[src/sv/tcw_pkg.sv]
// Package for the text console writer: operation codes, character constants,
// controller state type and the result record. No dependencies.
package tcw_pkg;

	localparam logic [1:0] OP_PUT   = 2'd0;
	localparam logic [1:0] OP_CLEAR = 2'd1;
	localparam logic [1:0] OP_READ  = 2'd2;

	localparam logic [7:0] NEWLINE_CODE = 8'd10;
	localparam logic [7:0] SPACE_CODE   = 8'h20;
	localparam logic [7:0] COLOR_RESET  = 8'h07;
	localparam logic [7:0] CLEAR_ATTR   = 8'h00;

	typedef enum logic [2:0] {
		ST_IDLE,
		ST_SCROLL,
		ST_FILL,
		ST_RESULT
	} tcw_state_t;

	typedef struct packed {
		logic [15:0] read_data;
		logic [6:0]  cursor_column;
		logic [4:0]  cursor_row;
	} tcw_result_t;

endpackage

[src/sv/tcw_cmd_if.sv]
// Command channel of the text console writer: valid/ready plus the operation fields.
// Standalone, no package needed.
interface tcw_cmd_if;
	logic        valid;
	logic        ready;
	logic [1:0]  operation;
	logic [7:0]  char_code;
	logic [10:0] cell_index;

	modport source(output valid, operation, char_code, cell_index, input ready);
	modport sink(input valid, operation, char_code, cell_index, output ready);
endinterface

[src/sv/tcw_ctrl.sv]
// Console controller: cursor, operation decode, scroll copy and fill sweeps
// over the screen memory. Uses tcw_pkg, tcw_cmd_if; drives tcw_screen_ram.
module tcw_ctrl
	import tcw_pkg::*;
#(
	parameter int COLUMNS = 80,
	parameter int ROWS    = 25,
	parameter int AW      = 11
) (
	input  logic          clk,
	input  logic          arst_n,
	tcw_cmd_if.sink       cmd,
	input  logic [7:0]    text_color,
	output logic          res_valid,
	input  logic          res_ready,
	output tcw_result_t   res,
	output logic          mem_we,
	output logic [AW-1:0] mem_waddr,
	output logic [15:0]   mem_wdata,
	output logic          mem_re,
	output logic [AW-1:0] mem_raddr,
	input  logic [15:0]   mem_rdata
);

	localparam int CELL_COUNT = COLUMNS * ROWS;
	localparam int CW         = $clog2(COLUMNS);
	localparam int RW         = $clog2(ROWS);
	localparam int CNTW       = $clog2(CELL_COUNT + 1);

	tcw_state_t      state_q, state_d;
	logic [CW-1:0]   col_q;
	logic [RW-1:0]   row_q;
	logic [CNTW-1:0] cnt_q;
	logic            prime_q;
	logic            sel_rdata_q;
	logic [15:0]     fill_word_q;

	logic            col_last, row_last, cnt_end, fill_last, read_in_range;
	logic [AW-1:0]   put_addr;
	logic [CNTW-1:0] copy_waddr;
	logic [31:0]     cell_index_ext;
	logic [15:0]     col_ext, row_ext;

	assign col_last       = (col_q == CW'(COLUMNS - 1));
	assign row_last       = (row_q == RW'(ROWS - 1));
	assign cnt_end        = (cnt_q == CNTW'(CELL_COUNT));
	assign fill_last      = (cnt_q == CNTW'(CELL_COUNT - 1));
	assign cell_index_ext = 32'(cmd.cell_index);
	assign read_in_range  = (cell_index_ext < 32'(CELL_COUNT));
	assign put_addr       = AW'(row_q) * AW'(COLUMNS) + AW'(col_q);
	// the word read last cycle came from cnt_q-1, one row below its target
	assign copy_waddr     = cnt_q - CNTW'(COLUMNS + 1);

	assign col_ext = 16'(col_q);
	assign row_ext = 16'(row_q);
	assign res.read_data     = sel_rdata_q ? mem_rdata : 16'h0000;
	assign res.cursor_column = col_ext[6:0];
	assign res.cursor_row    = row_ext[4:0];

	always_ff @(posedge clk or negedge arst_n) begin
		if (!arst_n) begin
			state_q <= ST_IDLE;
		end else begin
			state_q <= state_d;
		end
	end

	always_comb begin
		state_d   = state_q;
		cmd.ready = (state_q == ST_IDLE);
		res_valid = 1'b0;
		mem_we    = 1'b0;
		mem_waddr = '0;
		mem_wdata = '0;
		mem_re    = 1'b0;
		mem_raddr = '0;
		unique case (state_q)
			ST_IDLE: begin
				if (cmd.valid) begin
					state_d = ST_RESULT;
					case (cmd.operation)
						OP_PUT: begin
							if (cmd.char_code == NEWLINE_CODE) begin
								if (row_last) begin
									state_d = ST_SCROLL;
								end
							end else begin
								mem_we    = 1'b1;
								mem_waddr = put_addr;
								mem_wdata = {text_color, cmd.char_code};
							end
						end
						OP_CLEAR: begin
							state_d = ST_FILL;
						end
						OP_READ: begin
							mem_re    = read_in_range;
							mem_raddr = cell_index_ext[AW-1:0];
						end
						default: begin
						end
					endcase
				end
			end
			ST_SCROLL: begin
				mem_waddr = copy_waddr[AW-1:0];
				mem_wdata = mem_rdata;
				if (!cnt_end) begin
					mem_re    = 1'b1;
					mem_raddr = cnt_q[AW-1:0];
					mem_we    = prime_q;
				end else begin
					mem_we  = 1'b1;
					state_d = ST_FILL;
				end
			end
			ST_FILL: begin
				mem_we    = 1'b1;
				mem_waddr = cnt_q[AW-1:0];
				mem_wdata = fill_word_q;
				if (fill_last) begin
					state_d = ST_RESULT;
				end
			end
			ST_RESULT: begin
				res_valid = 1'b1;
				if (res_ready) begin
					state_d = ST_IDLE;
				end
			end
			default: begin
				state_d = ST_IDLE;
			end
		endcase
	end

	always_ff @(posedge clk or negedge arst_n) begin
		if (!arst_n) begin
			col_q       <= '0;
			row_q       <= '0;
			cnt_q       <= '0;
			prime_q     <= 1'b0;
			sel_rdata_q <= 1'b0;
			fill_word_q <= '0;
		end else begin
			case (state_q)
				ST_IDLE: begin
					if (cmd.valid) begin
						sel_rdata_q <= (cmd.operation == OP_READ) && read_in_range;
						case (cmd.operation)
							OP_PUT: begin
								if (cmd.char_code == NEWLINE_CODE) begin
									col_q <= '0;
									if (row_last) begin
										cnt_q       <= CNTW'(COLUMNS);
										prime_q     <= 1'b0;
										fill_word_q <= {text_color, SPACE_CODE};
									end else begin
										row_q <= row_q + RW'(1);
									end
								end else if (col_last) begin
									col_q <= '0;
									row_q <= row_last ? '0 : row_q + RW'(1);
								end else begin
									col_q <= col_q + CW'(1);
								end
							end
							OP_CLEAR: begin
								col_q       <= '0;
								row_q       <= '0;
								cnt_q       <= '0;
								fill_word_q <= {CLEAR_ATTR, SPACE_CODE};
							end
							default: begin
							end
						endcase
					end
				end
				ST_SCROLL: begin
					if (!cnt_end) begin
						cnt_q   <= cnt_q + CNTW'(1);
						prime_q <= 1'b1;
					end else begin
						cnt_q <= CNTW'(CELL_COUNT - COLUMNS);
					end
				end
				ST_FILL: begin
					cnt_q <= cnt_q + CNTW'(1);
				end
				default: begin
				end
			endcase
		end
	end

endmodule

[src/flat_wrapper.sv]
// flat-port wrapper written by rule: the top's interface ports become plain ports
module tcw_ctrl_flat import tcw_pkg::*;
#(
	parameter int COLUMNS = 80,
	parameter int ROWS    = 25,
	parameter int AW      = 11
)
  (clk, arst_n, text_color, res_valid, res_ready, res, mem_we, mem_waddr, mem_wdata, mem_re, mem_raddr, mem_rdata, cmd_valid, cmd_operation, cmd_char_code, cmd_cell_index, cmd_ready);
  tcw_cmd_if cmd_i ();
  input  logic clk;
  input  logic arst_n;
  input  logic [7:0] text_color;
  output logic res_valid;
  input  logic res_ready;
  output tcw_result_t res;
  output logic mem_we;
  output logic [AW-1:0] mem_waddr;
  output logic [15:0] mem_wdata;
  output logic mem_re;
  output logic [AW-1:0] mem_raddr;
  input  logic [15:0] mem_rdata;
  input wire logic [$bits(cmd_i.valid)-1:0] cmd_valid;
  input wire logic [$bits(cmd_i.operation)-1:0] cmd_operation;
  input wire logic [$bits(cmd_i.char_code)-1:0] cmd_char_code;
  input wire logic [$bits(cmd_i.cell_index)-1:0] cmd_cell_index;
  output wire logic [$bits(cmd_i.ready)-1:0] cmd_ready;
  assign cmd_i.valid = cmd_valid;
  assign cmd_i.operation = cmd_operation;
  assign cmd_i.char_code = cmd_char_code;
  assign cmd_i.cell_index = cmd_cell_index;
  assign cmd_ready = cmd_i.ready;
  tcw_ctrl #(.COLUMNS(COLUMNS), .ROWS(ROWS), .AW(AW)) u_core (.clk(clk), .arst_n(arst_n), .cmd(cmd_i), .text_color(text_color), .res_valid(res_valid), .res_ready(res_ready), .res(res), .mem_we(mem_we), .mem_waddr(mem_waddr), .mem_wdata(mem_wdata), .mem_re(mem_re), .mem_raddr(mem_raddr), .mem_rdata(mem_rdata));
endmodule
[config.mk]
export PLATFORM = sky130hd
export DESIGN_NAME = tcw_ctrl_flat
export DESIGN_NICKNAME = d
export VERILOG_FILES = /design/src/sv/tcw_pkg.sv /design/src/sv/tcw_cmd_if.sv /design/src/sv/tcw_ctrl.sv /design/src/flat_wrapper.sv
export SDC_FILE = /design/constraint.sdc
export NUM_CORES = 1
export LEC_CHECK = 0
export BUFFER_PORTS_ARGS = -buffer_cell sky130_fd_sc_hd__buf_2
export CAP_MARGIN = 20
export CORE_AREA = 2 2 90 92
export CTS_CLUSTER_DIAMETER = 50
export CTS_CLUSTER_SIZE = 12
export DETAILED_ROUTE_END_ITERATION = 8
export DIE_AREA = 0 0 92 94
export GPL_ROUTABILITY_DRIVEN = 0
export PLACE_DENSITY_LB_ADDON = 0.2
export REMOVE_ABC_BUFFERS = 1
export SKIP_LAST_GASP = 1
export SYNTH_ARGS = -nofsm -noshare
export SYNTH_HDL_FRONTEND = slang
export SYNTH_SLANG_ARGS = --single-unit
[constraint.sdc]
create_clock -name clk -period 6.7 [get_ports clk]
set_clock_uncertainty 0.1 [all_clocks]
set_input_delay 0.67 -clock clk [delete_from_list [all_inputs] [get_ports clk]]
set_output_delay 0.67 -clock clk [all_outputs]
set_load 0.05 [all_outputs]
==> reports/results.tsv <==
stage	metric	value	unit
run_status	status	complete, no violations	
pwr	power_frac_clock	10.7	%
synth	syn_area	3360	µm²
pwr	vdd_ir_drop_max	0.000246	V
pwr	intPower	0.811	mW
detailed_routing	routedWlPerCell	17.4	µm
timing	hold_violations	0	
critical_path	endpoint_kind	output port	
pwr	power.density	489	nW/µm²
detailed_routing	drcViolationCount	0	
synth	netlist_instances	415	
synth	synth_edf_count	0	
clock_network	cts_root_buffer	clkbuf_8	
clock_network	cts_resized	0	
clock_network	cts.reportedPaths.clkPinSlew	0.08	ns
detailed_routing	viasPerCell	6.00	
place	hpwl	8000	µm
clock_network	cts_sinks	36	
timing	worst_pin_slew	1.06	ns
clock_network	cts_tree	done	
final_layout	layout-drive-gt1-share	28.2	%
die	top_level_ports	119	
worst_hold_path	hp-class	in2async	
grt	overflow	0	
final_layout	fin_util	54.1	%
critical_path	crit_path_max_fanout	8	
die	die_w	92	µm
die	die_height	94	µm
synth	synth_compound_area_share	28.4	%
pwr	pwr-share-seq	19.5	%
final_layout	nets	586	
timing	setup_viol	0	
timing	final.setup.tns	0	ns
clock_network	clock_latency	0.29	ns
critical_path	cp.required	5.93	ns
synth	synth_ff_type	dfrtp_1	
die	core-area	7610	µm²
clock_network	cts_buffer_depth	2	
grt	grt_max_degree	37	
detailed_routing	routed_wl	10800	µm
synth	async_flop_share	100	%
synth	synthSimpleGateAreaFrac	27.8	%
final_layout	syn2layout_area_growth	22.5	%
final_layout	n_antenna_cell	0	
pwr	power_leakage	2.01	nW
timing	period_share	57.3	%
grt	grt_antenna_before_repair	0	
pwr	switching_share	59.7	%
critical_path	crit_path_max_incr_delay	0.48	ns
detailed_routing	drtPass1Iterations	7	
die	design.die.area	8650	µm²
flow_run	maxCapViolCount	0	
critical_path	timing.rr.start	u_core.state_q[1]	
timing	period_minus_slack	3.84	ns
die	rows	32	
clock_network	cts_buffers	5	
detailed_routing	drt_iter0_drc	303	
critical_path	start_kind	register	
synth	ys_warn_count	0	
timing	relSlewSlack	29.0	%
critical_path	crit_type	reg2out	
synth	yosysSeqAreaShare	26.8	%
synth	synth_adder_area_share	8.27	%
critical_path	startpoint	u_core.row_q[1]	
synth	synth_mux_area_share	0.298	%
grt	grt_pass1_vias	3398	
grt	grt_pass1_wl	16800	µm
detailed_routing	via_count	3715	
critical_path	crit_path_top_delay_cell	dfrtp_1	
synth	synth-seq-cells	36	
synth	ys_types	66	
synth	yosysTopAreaCellShare	26.8	%
synth	avgSynthCellArea	8.09	µm²
clock_network	htreeDepth	2	
critical_path	worstPathArrival	3.07	ns
die	start_util	44.1	%
critical_path	path_common_cell	ha_1	
pwr	switching_power	1.20	mW
detailed_routing	ant_nets	0	
timing	rsz0062_at_grt	false	
timing	fmax	0.260	GHz
timing	slew_violations	0	
clock_network	postCtsSetupBuffers	0	
place	portBuffers	118	
pwr	pwr-share-comb	69.8	%
synth	ys_top_cells_by_area	dfrtp_1 27%, ha_1 7.1%, o21ai_0 6.3%	
synth	synth_top_area_cell	dfrtp_1	
synth	synth_top_family_by_area	compound AO/OA/AOI/OAI gates	
critical_path	cp_cell_sequence	ha_1, ha_1, inv_1, fa_1, nor4b_1, xnor3_1, nand2_1, a31oi_1, buf_2	
grt	grt_usage	24.4	%
clock_network	cts_hold_repair.buffers	0	
synth	synth-xor-area-share	2.50	%
-- area by class of cell --
cell class / instances / area [µm²]
inverters: 19 / 71.3
repair buffers: 122 / 628
well taps: 102 / 128
fillers: 738 / 3490
multi-input cells: 332 / 2260
flip-flops and latches: 36 / 901
clock inverters: 1 / 30.0
clock buffers: 7 / 96.3
-- flip-flops by register name (all words and copies together), names as in the netlist --
signal / cells
u_core.prime_q: 1
u_core.row_q: 5
u_core.col_q: 7
u_core.cnt_q: 11
u_core.sel_rdata_q: 1
u_core.state_q: 2
u_core.fill_word_q: 9
-- kinds of logic after synthesis --
group / count (synthesis)
compound gates: 134
mux: 1
flops: 36
fa+ha+maj: 21
simple gates: 168
xor+xnor: 8
buf+inv: 47
-- power by group through the flow --
stage / sequential, mW / combinational, mW / clock [mW]
after CTS: 0.389 / 1.40 / 0.219
after global placement: 0.391 / 1.38 / 0
after global routing: 0.404 / 1.52 / 0.226
after floorplan: 0.427 / 1.02 / 0
final: 0.393 / 1.40 / 0.215
after detailed placement: 0.393 / 1.39 / 0
-- final timing paths --
path / endpoint / slack [ns] / depth (start not counted)
hold reg to reg: u_core.fill_word_q[5] / 0.40 / 1
max in group asynchronous: u_core.row_q[0] / 5.60 / 1
setup / recovery: mem_waddr[10] / 2.86 / 9
setup reg to reg: u_core.col_q[5] / 3.83 / 6
min in group clk: u_core.fill_word_q[5] / 0.40 / 1
hold / removal: u_core.fill_word_q[8] / 0.37 / 1
-- metal layers --
| metal | routed length (µm) | global-route usage, % | vias up |
|---|---|---|---|
| met2 | 5120 | 42.6 | 181 |
| li1 | - | - | 1749 |
| met4 | 182 | 7.21 | 0 |
| met1 | 4620 | 31.2 | 1769 |
| met3 | 866 | 3.85 | 16 |
| met5 | 0 | 0 | - |
-- synthesized netlist by cell type, drive strengths merged, types with 3 or more instances --
cell     number
nand3b        3
nand2        34
nand3        23
xor2          5
nand4b        3
a22o         15
nand2b        9
a22oi         7
a21oi        22
nor2         36
and3          5
o21ai        44
a222oi       11
dfrtp        36
or4           3
and2         19
nand4         7
inv          18
a21o          3
o22ai         4
nor3         10
a32oi         3
o2bb2ai       3
buf          14
clkbuf       14
a31oi         3
o31ai         4
ha           19
-- stage by stage --
| stage | instance area, µm² | hold slack (ns) | std cells | power (mW) | setup WS [ns] |
|---|---|---|---|---|---|
| 2_1_floorplan | 3230 | 0.274 | 387 | 1.45 | 2.59 |
| 3_3_place_gp | 3970 | 0.357 | 610 | 1.77 | 3.20 |
| 3_5_place_dp | 3970 | 0.380 | 610 | 1.79 | 3.16 |
| 4_1_cts | 4100 | 0.387 | 618 | 2.01 | 2.82 |
| 5_1_grt | 4110 | 0.402 | 619 | 2.15 | 2.64 |
| 6_report | 4110 | 0.369 | 619 | 2.01 | 2.86 |
-- critical path, delay by kind of cell, from the launching register on --
kind | cells | cell delay [ns]
buffers and inverters | 2 | 0.35
adders and majority gates | 3 | 1.00
and+or+nand+nor | 2 | 0.46
AOI/OAI and AO/OA | 1 | 0.21
DFF | 1 | 0.48
xor gates and xnor gates | 1 | 0.27
-- layout by cell type (no fill, tap or decap), types with 5 or more instances in the layout --
master	count
buf_2	118
o21ai_0	42
dfrtp_1	36
nor2_1	35
nand2_1	34
nand3_1	23
a21oi_1	22
and2_1	19
ha_1	19
inv_1	18
a22o_1	15
a222oi_1	11
nand2b_1	9
nor3_1	8
a22oi_1	7
nand4_1	7
clkbuf_8	7
xor2_1	5
and3_1	5
(Power assumes the default switching activity.)
